===== src/hilbert_curve_index_converter_assert.svh =====
// Assertion macros for the Hilbert index converter.
// Both sample on clk_i and are quiet while rst_ni is low.
`ifndef HILBERT_CURVE_INDEX_CONVERTER_ASSERT_SVH
`define HILBERT_CURVE_INDEX_CONVERTER_ASSERT_SVH

// consequent must hold in the same cycle as the antecedent
`define HCIC_ASSERT_SAME(lbl, ante, cons) \
  lbl: assert property (@(posedge clk_i) disable iff (!rst_ni) (ante) |-> (cons)) \
    else $error("hcic check failed");

// consequent must hold in the cycle after the antecedent
`define HCIC_ASSERT_NEXT(lbl, ante, cons) \
  lbl: assert property (@(posedge clk_i) disable iff (!rst_ni) (ante) |=> (cons)) \
    else $error("hcic check failed");

`endif


===== src/hcic_pkg.sv =====
package hcic_pkg;

  // conversion direction, as held in the configuration register
  typedef enum logic {
    DIR_TO_INDEX = 1'b0,
    DIR_TO_AXES  = 1'b1
  } hcic_dir_e;

  // the port list always carries three axis coordinates
  localparam int unsigned MAX_AXES = 3;

endpackage


===== src/hilbert_curve_index_converter.sv =====
// An input transfer passes stage registers 0..B-1, then the output register.
// One transfer per cycle either way unless stalled; one register stage per bit level.
// Stalls collapse bubbles stage by stage, so input is taken while a result waits.
// Reset (rst_ni low, async) empties every stage and sets direction to axes-to-index.
`include "hilbert_curve_index_converter_assert.svh"

module hilbert_curve_index_converter import hcic_pkg::*; #(
  parameter int unsigned BITS_PER_AXIS = 5,
  parameter int unsigned NUM_AXES      = 3
) (
  input  logic                                clk_i,
  input  logic                                rst_ni,
  // configuration: the direction register
  input  logic                                dir_we_i,
  input  logic                                dir_wdata_i,
  // input channel
  input  logic                                in_valid_i,
  output logic                                in_stall_o,
  input  logic [BITS_PER_AXIS-1:0]            axis_zero_i,
  input  logic [BITS_PER_AXIS-1:0]            axis_one_i,
  input  logic [BITS_PER_AXIS-1:0]            axis_two_i,
  input  logic [BITS_PER_AXIS*NUM_AXES-1:0]   curve_index_i,
  // output channel
  output logic                                out_valid_o,
  input  logic                                out_stall_i,
  output logic [BITS_PER_AXIS-1:0]            result_axis_zero_o,
  output logic [BITS_PER_AXIS-1:0]            result_axis_one_o,
  output logic [BITS_PER_AXIS-1:0]            result_axis_two_o,
  output logic [BITS_PER_AXIS*NUM_AXES-1:0]   result_index_o
);

  localparam int unsigned IndexW     = BITS_PER_AXIS * NUM_AXES;
  // stage 0 loads the words, stages 1..B-1 each do one bit level
  localparam int unsigned NUM_STAGES = BITS_PER_AXIS;
  localparam logic [BITS_PER_AXIS-1:0] AXIS_ONES = '1;

  typedef logic [BITS_PER_AXIS-1:0] axis_t;

  // ---------------------------------------------------------------------------
  // Direction register
  // ---------------------------------------------------------------------------
  hcic_dir_e dir_q;

  always_ff @(posedge clk_i or negedge rst_ni) begin
    if (!rst_ni) begin
      dir_q <= DIR_TO_INDEX;
    end else if (dir_we_i) begin
      dir_q <= hcic_dir_e'(dir_wdata_i);
    end
  end

  // ---------------------------------------------------------------------------
  // Pipeline storage. Each item carries its own direction down the pipe.
  // ---------------------------------------------------------------------------
  logic [NUM_STAGES-1:0] v_q;
  hcic_dir_e             mode_q [NUM_STAGES];
  axis_t                 w_q    [NUM_STAGES][NUM_AXES];
  axis_t                 w_in_d [NUM_AXES];
  axis_t                 w_d    [1:NUM_STAGES-1][NUM_AXES];

  logic                  out_valid_q;
  axis_t                 res_axis_q [NUM_AXES];
  axis_t                 res_axis_d [NUM_AXES];
  logic [IndexW-1:0]     res_index_q;
  logic [IndexW-1:0]     res_index_d;

  // stage_en[s]: stage s may load this cycle; top entry is the output register
  logic [NUM_STAGES:0]   stage_en;

  always_comb begin
    stage_en[NUM_STAGES] = !out_valid_q || !out_stall_i;
    for (int s = NUM_STAGES - 1; s >= 0; s--) begin
      stage_en[s] = !v_q[s] || stage_en[s+1];
    end
  end

  assign in_stall_o = !stage_en[0];

  // ---------------------------------------------------------------------------
  // Stage 0: take the coordinates, or unpack the index and undo its Gray code
  // ---------------------------------------------------------------------------
  always_comb begin
    axis_t in_axes [MAX_AXES];
    axis_t u       [NUM_AXES];
    axis_t top;
    in_axes[0] = axis_zero_i;
    in_axes[1] = axis_one_i;
    in_axes[2] = axis_two_i;
    for (int a = 0; a < NUM_AXES; a++) begin
      for (int k = 0; k < BITS_PER_AXIS; k++) begin
        // axis 0 is the most significant bit of each group
        u[a][k] = curve_index_i[k*NUM_AXES + NUM_AXES - 1 - a];
      end
    end
    top = u[NUM_AXES-1] >> 1;
    if (dir_q == DIR_TO_INDEX) begin
      for (int a = 0; a < NUM_AXES; a++) begin
        w_in_d[a] = in_axes[a];
      end
    end else begin
      w_in_d[0] = u[0] ^ top;
      for (int a = 1; a < NUM_AXES; a++) begin
        w_in_d[a] = u[a] ^ u[a-1];
      end
    end
  end

  // ---------------------------------------------------------------------------
  // Stages 1..B-1: one invert/exchange level each.
  // Forward walks the levels top down, inverse bottom up.
  // ---------------------------------------------------------------------------
  always_comb begin
    axis_t t [NUM_AXES];
    axis_t low;
    axis_t sw;
    low = '0;
    sw  = '0;
    for (int s = 1; s < NUM_STAGES; s++) begin
      for (int a = 0; a < NUM_AXES; a++) begin
        t[a] = w_q[s-1][a];
      end
      if (mode_q[s-1] == DIR_TO_INDEX) begin
        low = AXIS_ONES >> s;
        for (int a = 0; a < NUM_AXES; a++) begin
          if (t[a][BITS_PER_AXIS-s]) begin
            t[0] = t[0] ^ low;
          end else begin
            sw   = (t[0] ^ t[a]) & low;
            t[0] = t[0] ^ sw;
            t[a] = t[a] ^ sw;
          end
        end
      end else begin
        low = AXIS_ONES >> (BITS_PER_AXIS - s);
        for (int a = NUM_AXES - 1; a > 0; a--) begin
          if (t[a][s]) begin
            t[0] = t[0] ^ low;
          end else begin
            sw   = (t[0] ^ t[a]) & low;
            t[0] = t[0] ^ sw;
            t[a] = t[a] ^ sw;
          end
        end
        if (t[0][s]) begin
          t[0] = t[0] ^ low;
        end
      end
      for (int a = 0; a < NUM_AXES; a++) begin
        w_d[s][a] = t[a];
      end
    end
  end

  always_ff @(posedge clk_i or negedge rst_ni) begin
    if (!rst_ni) begin
      v_q <= '0;
    end else begin
      if (stage_en[0]) begin
        v_q[0] <= in_valid_i;
      end
      for (int s = 1; s < NUM_STAGES; s++) begin
        if (stage_en[s]) begin
          v_q[s] <= v_q[s-1];
        end
      end
    end
  end

  always_ff @(posedge clk_i) begin
    if (stage_en[0]) begin
      mode_q[0] <= dir_q;
      w_q[0]    <= w_in_d;
    end
    for (int s = 1; s < NUM_STAGES; s++) begin
      if (stage_en[s]) begin
        mode_q[s] <= mode_q[s-1];
        w_q[s]    <= w_d[s];
      end
    end
  end

  // ---------------------------------------------------------------------------
  // Output stage: forward does Gray encode, the lower-bit flip and packing;
  // inverse passes the words straight out. The unused side reads zero.
  // ---------------------------------------------------------------------------
  always_comb begin
    axis_t g [NUM_AXES];
    axis_t acc;
    g[0] = w_q[NUM_STAGES-1][0];
    for (int a = 1; a < NUM_AXES; a++) begin
      g[a] = w_q[NUM_STAGES-1][a] ^ g[a-1];
    end
    // each bit flips by the parity of the last word's bits above it
    for (int i = 0; i < BITS_PER_AXIS; i++) begin
      acc[i] = ^(g[NUM_AXES-1] >> (i + 1));
    end
    res_index_d = '0;
    for (int a = 0; a < NUM_AXES; a++) begin
      res_axis_d[a] = '0;
    end
    if (mode_q[NUM_STAGES-1] == DIR_TO_INDEX) begin
      for (int k = 0; k < BITS_PER_AXIS; k++) begin
        for (int a = 0; a < NUM_AXES; a++) begin
          res_index_d[k*NUM_AXES + NUM_AXES - 1 - a] = g[a][k] ^ acc[k];
        end
      end
    end else begin
      for (int a = 0; a < NUM_AXES; a++) begin
        res_axis_d[a] = w_q[NUM_STAGES-1][a];
      end
    end
  end

  always_ff @(posedge clk_i or negedge rst_ni) begin
    if (!rst_ni) begin
      out_valid_q <= 1'b0;
    end else if (stage_en[NUM_STAGES]) begin
      out_valid_q <= v_q[NUM_STAGES-1];
    end
  end

  always_ff @(posedge clk_i) begin
    if (stage_en[NUM_STAGES]) begin
      res_axis_q  <= res_axis_d;
      res_index_q <= res_index_d;
    end
  end

  assign out_valid_o        = out_valid_q;
  assign result_axis_zero_o = res_axis_q[0];
  assign result_axis_one_o  = res_axis_q[1];
  // with two axes the third coordinate does not exist
  assign result_axis_two_o  = (NUM_AXES > 2) ? res_axis_q[NUM_AXES-1] : '0;
  assign result_index_o     = res_index_q;

  // ---------------------------------------------------------------------------
  // Checks
  // ---------------------------------------------------------------------------
  // input is refused only when the whole pipe is backed up behind a held result
  `HCIC_ASSERT_SAME(a_stall_only_when_full, in_stall_o, (&v_q) && out_valid_o && out_stall_i)
  // a transfer in always lands in the first stage
  `HCIC_ASSERT_NEXT(a_accept_lands, in_valid_i && !in_stall_o, v_q[0])
  // one side of every result is zero
  `HCIC_ASSERT_SAME(a_unused_side_zero, out_valid_o,
    (result_index_o == '0) || ((result_axis_zero_o == '0) && (result_axis_one_o == '0)
    && (result_axis_two_o == '0)))

endmodule

===== config.mk =====
export PLATFORM = sky130hd
export DESIGN_NAME = hilbert_curve_index_converter
export DESIGN_NICKNAME = d
export VERILOG_FILES = /design/src/hcic_pkg.sv /design/src/hilbert_curve_index_converter.sv
export VERILOG_INCLUDE_DIRS = /design/src /design/src/src
export SDC_FILE = /design/constraint.sdc
export NUM_CORES = 1
export LEC_CHECK = 0
export ABC_CLOCK_PERIOD_IN_PS = 2210
export BUFFER_PORTS_ARGS = -buffer_cell sky130_fd_sc_hd__buf_4
export CORE_MARGIN = 2
export CORE_UTILIZATION = 30
export CTS_CLUSTER_DIAMETER = 150
export DETAILED_ROUTE_END_ITERATION = 6
export HOLD_SLACK_MARGIN = 0.05
export SYNTH_ARGS = -nofsm -noshare
export SYNTH_HDL_FRONTEND = slang
export SYNTH_SLANG_ARGS = --single-unit

===== constraint.sdc =====
create_clock -name clk_i -period 2.21 [get_ports clk_i]
set_input_delay 0.221 -clock clk_i [delete_from_list [all_inputs] [get_ports clk_i]]
set_output_delay 0.221 -clock clk_i [all_outputs]
set_load 0.1 [all_outputs]

Word-level counts from Yosys, hierarchy flattened
Memory sizes are Yosys's and may differ from the RTL's.
Cells that the tools add are included.
Word-level totals
  register bits after elaboration: 37
  word-level logic and storage cells: 203
  memories kept: 2
  output and inout bits: 32
  RAM bits: 80
Memory list
  w_q: depth 5, bits a word 15, read ports 5, clocked after memory_dff 0, wr ports 5, line hilbert_curve_index_converter.sv:57  | axis_t w_q [NUM_STAGES][NUM_AXES];
  mode_q: depth 5, bits a word 1, read ports 5, clocked after memory_dff 0, wr ports 5, line hilbert_curve_index_converter.sv:56  | hcic_dir_e mode_q [NUM_STAGES];
Cells by class
  reduce and logical (&&, ||, !) cells: 18
  multiplexer cells: 71
  bitwise logic cells: 101
Operators by type and width (count)
  two-way mux 5 bit: 53
  two-way mux 15 bit: 5
  XOR 5 x 4 -> 5 bit: 11
  XOR 5 x 1 -> 5 bit: 10
  XOR 5 x 2 -> 5 bit: 10
  XOR 5 x 3 -> 5 bit: 10
  inverter 4 bit: 6
  parity 5 bit: 4
  XOR 4 bit: 5
  XOR 5 bit: 4
  inverter 3 bit: 6
  XOR 1 bit: 17
  XOR 3 bit: 5
  inverter 2 bit: 6
  two-way mux 1 bit: 10
  XOR 2 bit: 5
  logical NOT 1 bit: 8
  logical OR 1 bit: 6
  inverter 1 bit: 6
  two-way mux 4 bit: 1
  two-way mux 3 bit: 1
  two-way mux 2 bit: 1

Depth between registers and ports, before layout
Gate-level depths: netlist (run 1).
  depth after elaboration: 13
  mapped depth: 6
  gate-level depth less buffers: 5

Worst setup path before layout (run 1)
Ideal clock, no wire load.
  path kind: register to output
  start point: register out_valid_q, in the netlist out_valid_o
  end point: output port in_stall_o
  arrival: 3.406 ns
  stages on the path, launching flop included: 5
  slack: -1.417 ns
  path buffers: 0
  data required time: 1.989 ns
  path through: dfrtp_1 > nand3_1 > nor2_1 > nand4_1 > inv_1
Between the ends
  longest elaborated chain between the ends: 8
Ends and longest elaborated chain
  start, declared: line hilbert_curve_index_converter.sv:61  | logic out_valid_q;
  start signal, assigned: line hilbert_curve_index_converter.sv:218  | out_valid_q <= v_q[NUM_STAGES-1];
  logical NOT 1 bit: line hilbert_curve_index_converter.sv:71  | stage_en[NUM_STAGES] = !out_valid_q || !out_stall_i;
  logical OR 1 bit: line hilbert_curve_index_converter.sv:71
  logical OR 1 bit: line hilbert_curve_index_converter.sv:73  | stage_en[s] = !v_q[s] || stage_en[s+1];
  net stage_en[4]: line hilbert_curve_index_converter.sv:68  | logic [NUM_STAGES:0] stage_en;
  logical OR 1 bit (4 in series): line hilbert_curve_index_converter.sv:73
  net stage_en[0]: line hilbert_curve_index_converter.sv:68
  logical NOT 1 bit: line hilbert_curve_index_converter.sv:77  | assign in_stall_o = !stage_en[0];
  end, declared: line hilbert_curve_index_converter.sv:18  | output logic in_stall_o,
The timed path passes the listed nets, and every way through them passes these cells.

==> flow_metrics.env, run 1 <==
export IMPL_grt_total_usage=0.105
export IMPL_finalNetCount=561
export IMPL_clkTransAtPathRegs_ps=60
export IMPL_slew_violations=0
export IMPL_synth_net_count=484
export IMPL_power_density_nw_per_um2=1680
export IMPL_combPwrFrac=0.411
export IMPL_fillers=1736
export IMPL_max_freq_ghz=0.472
export IMPL_final_cell_mix="edfxtp_1 (110), buf_4 (75), mux2i_1 (39), xnor2_1 (38), nor2_1 (36)"
export IMPL_design_portCount=68
export IMPL_setup_viol=0
export IMPL_startpoint_type="register"
export IMPL_drc=0
export IMPL_synthCells=448
export IMPL_yosysSeqAreaShare=0.615
export IMPL_mappedNetlistArea_um2=5660
export IMPL_min_path_type="primary input to register"
export IMPL_max_cap_violations=0
export IMPL_fin_crit_ps=2120
export IMPL_p_switching_mw=4.48
export IMPL_finalCoreUtilization=0.384
export IMPL_grt_max_degree=32
export IMPL_cpMaxStageDelayCell="xnor3_2"
export IMPL_cts_sinks=117
export IMPL_tightest_slew_ps=828
export IMPL_cts_inserted_buffers=17
export IMPL_gp_congestion=0.756
export IMPL_clk_latency_ps=420
export IMPL_vdd_drop_max_mv=0.783
export IMPL_dieArea_um2=20000
export IMPL_io_buffers=67
export IMPL_fp_dieW_um=141
export IMPL_synth_seq_cells=117
export IMPL_drtPass1Iterations=4
export IMPL_synth_yosys_warnings=0
export IMPL_cp_required_ps=2350
export IMPL_dp_cells=736
export IMPL_report_final_hold_viol_count=0
export IMPL_post_route_period_util=0.960
export IMPL_cp_end_kind="register"
export IMPL_fin_setup_tns_ps=0
export IMPL_antenna_found_initial=0
export IMPL_cts_setup_buffers=0
export IMPL_cts_path_max_buffers=2
export IMPL_crit_family="XOR/XNOR gates"
export IMPL_layout_setup_ws_ps=89.3
export IMPL_cts_htree_levels=4
export IMPL_outcome="complete, no violations"
export IMPL_rsz0062_at_grt="false"
export IMPL_finalClockSkew_ps=9.11
export IMPL_postSynthAreaPerCell_um2=12.6
export IMPL_cp_cell_sequence="xnor2_1, xor3_1, xnor3_2, xnor3_1, nor2_1"
export IMPL_grt_pass1_vias=3500
export IMPL_timing_hold_ws_ps=71.8
export IMPL_wl_per_cell_um=12.7
export IMPL_wl_mm=9.79
export IMPL_multi_input_area_um2=2070
export IMPL_synthToLayoutAreaGrowth_pct=26.1
export IMPL_routed_via_count=3429
export IMPL_grt_pass1_wl_mm=16.4
export IMPL_max_stage_delay_ps=440
export IMPL_relSlewSlack=0.447
export IMPL_p_sw_frac=0.375
export IMPL_finalPower_mw=11.9
export IMPL_root_buffer="clkbuf_16"
export IMPL_dpl_cell_area_um2=6460
export IMPL_pwr_share_seq=0.350
export IMPL_layout_commonest_cell="edfxtp_1"
export IMPL_fp_row_count=50
export IMPL_vias_per_cell=4.44
export IMPL_dp_final_hpwl_mm=7.03
export IMPL_stdcell_count=772
export IMPL_drive_gt1_frac=0.225
export IMPL_initial_core_util=0.304
export IMPL_seqCellArea_um2=3480
export IMPL_cts_tree="done"
export IMPL_yosysUniqueCellTypes=31
export IMPL_arrival_ps=2260
export IMPL_cp_max_fo=4
export IMPL_path_buf_inv=0
export IMPL_drt_initial_drc_count=210
export IMPL_final_area_um2=7130
export IMPL_p_leak_nw=2.86
export IMPL_pwr_share_clk=0.239
export IMPL_ant_nets=0
export IMPL_internal_power_mw=7.47
export IMPL_die_y_um=141
export IMPL_crit_type="register to register"
export IMPL_antennaDiodeCount=0
export IMPL_core_area_um2=18600
export IMPL_overflow=0
export IMPL_pre_cts_ws_ps=-57.1
==> cell usage after synthesis <==
library cell,number,area share
mux2_2,11,0.022
xor2_1,10,0.015
xnor2_1,38,0.059
nand4_1,1,0.0011
nor2_1,37,0.025
a31oi_1,7,0.0077
nand2b_1,19,0.021
o21ai_0,18,0.016
xor3_1,2,0.0084
nor2b_1,9,0.010
edfxtp_1,110,0.58
dfrtp_1,7,0.031
o31ai_1,1,0.0013
xnor3_2,1,0.0042
nand2_1,30,0.020
o21ai_1,9,0.0080
o22ai_1,1,0.0011
xnor3_1,3,0.012
and2_1,15,0.017
a211oi_1,1,0.0013
nand3_1,2,0.0018
a32oi_1,1,0.0015
a21oi_1,31,0.027
o211a_1,1,0.0018
clkbuf_1,21,0.014
o21bai_1,2,0.0027
inv_1,17,0.011
mux2i_1,39,0.069
o21a_1,1,0.0013
or2_1,2,0.0022
xnor2_2,1,0.0029
==> registers in the layout, indices dropped and copies added, names as in the netlist <==
register,cells
out_valid_o,1
v_q,5
result_index_o,15
mode_q,5
result_axis_one_o,5
result_axis_zero_o,5
result_axis_two_o,5
dir_q,1
w_q,75
==> worst paths after layout <==
kind                                  start                end  slack (ps)  depth (start not counted)
worst max-delay path             w_q[0][71]  result_index_o[0]          90                          5
worst min-delay path            out_stall_i        out_valid_o          70                          3
worst max register to register   w_q[0][71]  result_index_o[0]          90                          5
worst min register to register   w_q[0][19]         w_q[0][34]         420                          0
max in group asynchronous            rst_ni        out_valid_o        1880                          2
min in group asynchronous            rst_ni             v_q[2]         180                          2
==> area by class of cell <==
type / count / share of cell area
flip-flops and latches: 117 / 0.488
multi-input cells: 293 / 0.290
repair buffers: 79 / 0.0846
clock buffers: 22 / 0.0651
well taps: 234 / 0.0411
clock inverters: 10 / 0.0214
inverters: 17 / 0.00948
==> worst reg2reg max path: stages, from the launching register on <==
cell and delay, ps:
edfxtp_1 430, xnor2_1 310, xor3_1 400, xnor3_2 440, xnor3_1 220, nor2_1 40
==> per-layer routing <==
metal / part of all wire / global-route usage
met1: 0.41 / 0.111
met4: 0.018 / 0.0489
met2: 0.52 / 0.187
met5: 0 / 0
met3: 0.049 / 0.0358
==> kinds of logic (layout without fill, tap and decap cells) <==
family / after synthesis / count (layout) / share of synthesized area
mux: 50 / 50 / 0.0909
flops: 117 / 117 / 0.615
compound gates: 73 / 73 / 0.0701
simple gates: 115 / 115 / 0.0971
buf+inv: 38 / 128 / 0.0252
xor+xnor: 55 / 55 / 0.102
==> power groups by stage <==
stage	clock, mW	combinational [mW]	sequential (mW)
final	2.86	4.91	4.18
after CTS	2.91	4.91	4.18
after floorplan	0	2.75	5.27
after global placement	0	4.70	4.18
after global routing	3.00	5.31	4.29
after detailed placement	0	4.85	4.22
==> repair_timing <==
action	4_1_cts	5_1_grt
pin swaps	1	0
setup endpoints to repair	4	4
hold buffers	4	0
gates resized for setup	1	1
hold endpoints to repair	9	0
Note: power is estimated with default switching activity, not from simulation.
==> run 2, diff against run 1 <==
--- a/config.mk
+++ b/config.mk
@@ -11,8 +11,10 @@
 export CORE_MARGIN = 2
 export CORE_UTILIZATION = 30
 export CTS_CLUSTER_DIAMETER = 150
+export CTS_CLUSTER_SIZE = 12
 export DETAILED_ROUTE_END_ITERATION = 6
 export HOLD_SLACK_MARGIN = 0.05
+export REMOVE_ABC_BUFFERS = 1
 export SYNTH_ARGS = -nofsm -noshare
 export SYNTH_HDL_FRONTEND = slang
 export SYNTH_SLANG_ARGS = --single-unit
==> run 2 against run 1 <==
Net effect:
- non-clock buffer count fell by 1
- global-route usage is 0.50 points lower
- flip-flop and latch count unchanged
- final cell count down 0.13%
- core utilization decreased by 0.66 points
- register-to-register slack barely moved
- setup slack got worse by 9.3 ps
- critical path depth did not move
- die area unchanged
- largest cell class unchanged
==> flow_metrics.env, run 2 (synthesized netlist as in run 1, its figures left out) <==
export IMPL_crit_family="XOR/XNOR gates"
export IMPL_hold_depth=2
export IMPL_rsz0062_at_grt="false"
export IMPL_cts_setup_buffers=0
export IMPL_cts_path_max_buffers=2
export IMPL_largest_reg_flops=75
export IMPL_finalCoreUtilization=0.377
export IMPL_drc=0
export IMPL_grt_pass1_wl_mm=15.6
export IMPL_drtPass1Iterations=4
export IMPL_cp_end_kind="register"
export IMPL_cpMaxStageDelayCell="xnor3_2"
export IMPL_synthToLayoutAreaGrowth_pct=23.9
export IMPL_antenna_found_initial=0
export IMPL_startpoint_type="register"
export IMPL_layout_commonest_cell="edfxtp_1"
export IMPL_cts_inserted_buffers=17
export IMPL_report_final_hold_viol_count=0
export IMPL_cp_cell_sequence="xnor2_1, xor3_1, xnor3_2, xnor3_1, nor2_1"
export IMPL_antennaDiodeCount=0
export IMPL_hold_end="w_q[0][14]"
export IMPL_tightest_slew_ps=753
export IMPL_grt_total_usage=0.0996
export IMPL_cts_sinks=117
export IMPL_finalClockSkew_ps=6.37
export IMPL_cp_max_fo=4
export IMPL_cp_required_ps=2350
export IMPL_die_y_um=141
export IMPL_slew_violations=0
export IMPL_vdd_drop_max_mv=0.716
export IMPL_clkTransAtPathRegs_ps=50
export IMPL_outcome="complete, no violations"
export IMPL_cts_htree_levels=4
export IMPL_fp_dieW_um=141
export IMPL_overflow=0
export IMPL_power_density_nw_per_um2=1630
export IMPL_finalNetCount=560
export IMPL_ff2ff_path_depth=5
export IMPL_path_buf_inv=0
export IMPL_max_stage_delay_ps=440
export IMPL_fp_row_count=50
export IMPL_dieArea_um2=20000
export IMPL_stdcell_count=771
export IMPL_fin_crit_ps=2130
export IMPL_p_leak_nw=2.80
export IMPL_dp_cells=735
export IMPL_clk_latency_ps=410
export IMPL_drive_gt1_frac=0.218
export IMPL_io_buffers=67
export IMPL_dp_final_hpwl_mm=6.95
export IMPL_arrival_ps=2270
export IMPL_fin_setup_tns_ps=0
export IMPL_final_cell_mix="edfxtp_1 (110), buf_4 (74), mux2i_1 (39), xnor2_1 (38), nor2_1 (37)"
export IMPL_routed_via_count=3455
export IMPL_max_freq_ghz=0.469
export IMPL_max_cap_violations=0
export IMPL_setup_viol=0
export IMPL_ant_nets=0
export IMPL_grt_max_degree=32
export IMPL_wl_per_cell_um=12.5
export IMPL_grt_pass1_vias=3386
export IMPL_design_portCount=68
export IMPL_r2r_start="w_q[0][71]"
export IMPL_relSlewSlack=0.498
export IMPL_gp_congestion=0.759
export IMPL_vias_per_cell=4.48
export IMPL_cts_tree="done"
export IMPL_core_area_um2=18600
export IMPL_min_delay_start="axis_zero_i[4]"
export IMPL_crit_type="register to register"
export IMPL_r2r_end="result_index_o[0]"
export IMPL_wl_mm=9.61
export IMPL_min_path_type="primary input to register"
export IMPL_reg2reg_slack_ps=80
export IMPL_root_buffer="clkbuf_16"
export IMPL_largest_register="w_q"
export IMPL_post_route_period_util=0.964
export IMPL_initial_core_util=0.304
export IMPL_drt_initial_drc_count=130
-- run 2: cell types whose count changed in the layout (fill, tap and decap cells not counted), moves of 2 or more --
cell / before / now
clkbuf_1: 3 / 0
clkbuf_8: 2 / 0
clkinv_1: 1 / 3
bufinv_16: 4 / 1
clkinvlp_4: 1 / 6
-- run 2: layout make-up --
type | instances | area [um^2]
Fill cell | 1754 | 11600
Multi-Input combinational cell | 293 | 2040
Sequential cell | 117 | 3480
Timing Repair Buffer | 78 | 596
Clock inverter | 15 | 115
Tap cell | 234 | 293
Clock buffer | 17 | 425
Inverter | 17 | 63.8
-- run 2: worst max path at each step --
stage / startpoint / endpoint / slack, ps / cells after the start
after floorplan: out_valid_o / in_stall_o / -1420 / 4
after global placement: w_q[0][74] / result_index_o[0] / -5 / 5
after detailed placement: w_q[0][74] / result_index_o[0] / -90 / 5
after CTS: w_q[0][71] / result_index_o[0] / 70 / 5
after global routing: w_q[0][71] / result_index_o[0] / 2 / 5
final: w_q[0][71] / result_index_o[0] / 80 / 5
-- run 2: per-layer routing --
metal	share of wire	routed length, um	global-route usage	vias to the layer above
met2	0.51	4930	0.176	93
met5	0	0	0	-
met1	0.41	3920	0.101	1595
li1	-	-	-	1743
met3	0.053	513	0.0388	24
met4	0.025	240	0.0558	0
-- run 2: metrics by stage --
| step | power (mW) | setup WS, ps | area, um^2 | hold WS [ps] |
|---|---|---|---|---|
| after global routing | 12.1 | 2.37 | 7010 | 112 |
| after CTS | 11.6 | 65.3 | 7010 | 110 |
| after detailed placement | 8.98 | -94.5 | 6430 | 38.3 |
| final | 11.4 | 80.0 | 7010 | 125 |
| after floorplan | 7.98 | -1420 | 5580 | -74.6 |
| after global placement | 8.81 | -4.92 | 6430 | 39.0 |
-- run 2: repair_timing --
| action | in CTS | in global routing |
|---|---|---|
| gates resized for setup | 1 | 0 |
| setup endpoints to repair | 3 | 0 |
| hold buffers | 4 | 0 |
| endpoints found under the hold margin | 9 | 0 |
-- run 2: power breakdown --
group          total [mW]  leakage [nW]  switching, mW  internal [mW]
clock network        2.49         0.249          0.967           1.52
logic                4.79          1.35           2.84           1.94
registers            4.17          1.20          0.666           3.50
total                11.4          2.80           4.47           6.96
==> run 3, diff against run 2 <==
--- a/config.mk
+++ b/config.mk
@@ -14,6 +14,7 @@
 export CTS_CLUSTER_SIZE = 12
 export DETAILED_ROUTE_END_ITERATION = 6
 export HOLD_SLACK_MARGIN = 0.05
+export MAX_ROUTING_LAYER = met4
 export REMOVE_ABC_BUFFERS = 1
 export SYNTH_ARGS = -nofsm -noshare
 export SYNTH_HDL_FRONTEND = slang
==> run 3 against run 2 <==
Net effect:
- maximum frequency decreased by 0.30%
- register-to-register slack barely moved
- critical endpoint unchanged
- final cell count unchanged
==> flow_metrics.env, run 3 (synthesized netlist as in run 1, its figures left out) <==
export IMPL_outcome="complete, no violations"
export IMPL_grt_max_degree=32
export IMPL_cts_tree="done"
export IMPL_rsz0062_at_grt="false"
export IMPL_root_buffer="clkbuf_16"
export IMPL_setup_viol=0
export IMPL_core_area_um2=18600
export IMPL_ff2ff_path_depth=5
export IMPL_finalClockSkew_ps=7.74
export IMPL_r2r_end="result_index_o[0]"
export IMPL_cp_end_kind="register"
export IMPL_dieArea_um2=20000
export IMPL_cp_max_fo=4
export IMPL_cts_htree_levels=4
export IMPL_hold_depth=2
export IMPL_final_cell_mix="edfxtp_1 (110), buf_4 (74), mux2i_1 (39), xnor2_1 (38), nor2_1 (37)"
export IMPL_relSlewSlack=0.496
export IMPL_drive_gt1_frac=0.218
export IMPL_report_final_hold_viol_count=0
export IMPL_p_leak_nw=2.80
export IMPL_die_y_um=141
export IMPL_worstSetupEndpoint="result_index_o[0]"
export IMPL_vdd_drop_max_mv=0.712
export IMPL_p_switching_mw=4.48
export IMPL_initial_core_util=0.304
export IMPL_grt_total_usage=0.103
export IMPL_largest_register="w_q"
export IMPL_dpl_cell_area_um2=6430
export IMPL_max_stage_delay_ps=440
export IMPL_min_path_type="primary input to register"
export IMPL_cp_cell_sequence="xnor2_1, xor3_1, xnor3_2, xnor3_1, nor2_1"
export IMPL_max_freq_ghz=0.468
export IMPL_clk_latency_ps=410
export IMPL_wl_per_cell_um=12.4
export IMPL_tightest_slew_ps=756
export IMPL_cpMaxStageDelayCell="xnor3_2"
export IMPL_cts_inserted_buffers=17
export IMPL_ant_nets=0
export IMPL_gp_congestion=0.769
export IMPL_critPathLaunch="w_q[0][71]"
export IMPL_routed_via_count=3471
export IMPL_pwr_share_seq=0.364
export IMPL_post_route_period_util=0.967
export IMPL_crit_type="register to register"
export IMPL_max_cap_violations=0
export IMPL_grt_pass1_vias=3381
export IMPL_vias_per_cell=4.50
export IMPL_min_delay_start="axis_zero_i[4]"
export IMPL_drtPass1Iterations=4
export IMPL_antenna_found_initial=0
export IMPL_wl_mm=9.59
export IMPL_internal_power_mw=6.96
export IMPL_slew_violations=0
export IMPL_fp_dieW_um=141
export IMPL_fin_crit_ps=2140
export IMPL_power_density_nw_per_um2=1630
export IMPL_largest_reg_flops=75
export IMPL_seqCellArea_um2=3480
export IMPL_multi_input_area_um2=2040
export IMPL_fillers=1754
export IMPL_grt_pass1_wl_mm=15.6
export IMPL_cts_sinks=117
export IMPL_combPwrFrac=0.418
export IMPL_io_buffers=67
export IMPL_overflow=0
export IMPL_reg2reg_slack_ps=70
export IMPL_fp_row_count=50
export IMPL_p_sw_frac=0.391
export IMPL_finalPower_mw=11.4
export IMPL_r2r_start="w_q[0][71]"
export IMPL_clkTransAtPathRegs_ps=50
export IMPL_finalNetCount=560
export IMPL_cts_path_max_buffers=2
export IMPL_drt_initial_drc_count=120
export IMPL_synthToLayoutAreaGrowth_pct=23.9
export IMPL_design_portCount=68
export IMPL_dp_final_hpwl_mm=6.95
export IMPL_layout_commonest_cell="edfxtp_1"
export IMPL_drc=0
export IMPL_pwr_share_clk=0.217
export IMPL_arrival_ps=2270
export IMPL_cp_required_ps=2350
export IMPL_startpoint_type="register"
export IMPL_final_area_um2=7010
export IMPL_antennaDiodeCount=0
-- run 3: cell counts in the layout (fill, tap and decap cells not counted) --
Identical to the previous run, type by type.
-- run 3: how the worst min path moves through the flow --
stage                  to
2_1_floorplan       dir_q
3_3_place_gp        dir_q
3_5_place_dp       v_q[0]
4_1_cts         w_q[0][3]
5_1_grt        w_q[0][14]
6_report       w_q[0][14]
-- run 3: repair_timing --
| item | CTS | global route |
|---|---|---|
| endpoints found under the setup margin | 3 | 0 |
| setup buffers | 0 | 0 |
| hold endpoints to repair | 9 | 0 |
| hold buffers | 4 | 0 |
| gates resized for setup | 1 | 0 |
-- run 3: power groups by stage --
| stage | sequential, mW | combinational (mW) | clock, mW |
|---|---|---|---|
| 5_1_grt | 4.28 | 5.16 | 2.64 |
| 3_3_place_gp | 4.17 | 4.64 | 0 |
| 6_report | 4.17 | 4.79 | 2.49 |
| 2_1_floorplan | 5.41 | 2.57 | 0 |
| 4_1_cts | 4.17 | 4.84 | 2.54 |
| 3_5_place_dp | 4.21 | 4.77 | 0 |
-- run 3: through the flow --
| step | hold WS (ps) | cells | TNS (ps) | setup slack [ps] | util |
|---|---|---|---|---|---|
| global placement | 39.0 | 735 | -4.92 | -4.92 | 0.346 |
| CTS | 110 | 771 | 0 | 65.3 | 0.377 |
| global route | 112 | 771 | 0 | 2.37 | 0.377 |
| finish | 127 | 771 | 0 | 73.5 | 0.377 |
| floorplan | -74.6 | 427 | -39870 | -1420 | - |
| detailed placement | 38.3 | 735 | -185 | -94.5 | 0.346 |
-- run 3: critical path, delay by kind of cell (launching register included) --
family | cells | cell delay [ps]
xor+xnor | 4 | 1390
simple gates | 1 | 40
flops | 1 | 430
-- run 3: cell type report --
| type | count | share of cell area |
|---|---|---|
| clock buffer | 17 | 0.0607 |
| clock inverter | 15 | 0.0164 |
| inverter | 17 | 0.00911 |
| multi-input combinational | 293 | 0.291 |
| sequential | 117 | 0.496 |
| tap | 234 | 0.0418 |
| timing repair buffer | 78 | 0.0850 |
-- run 3: routing by layer --
| layer | GRT usage | up-vias | wire, um |
|---|---|---|---|
| met2 | 0.175 | 98 | 4900 |
| li1 | - | 1745 | - |
| met4 | 0.0558 | 0 | 254 |
| met3 | 0.0385 | 30 | 518 |
| met1 | 0.102 | 1598 | 3920 |
| met5 | - | - | 0 |
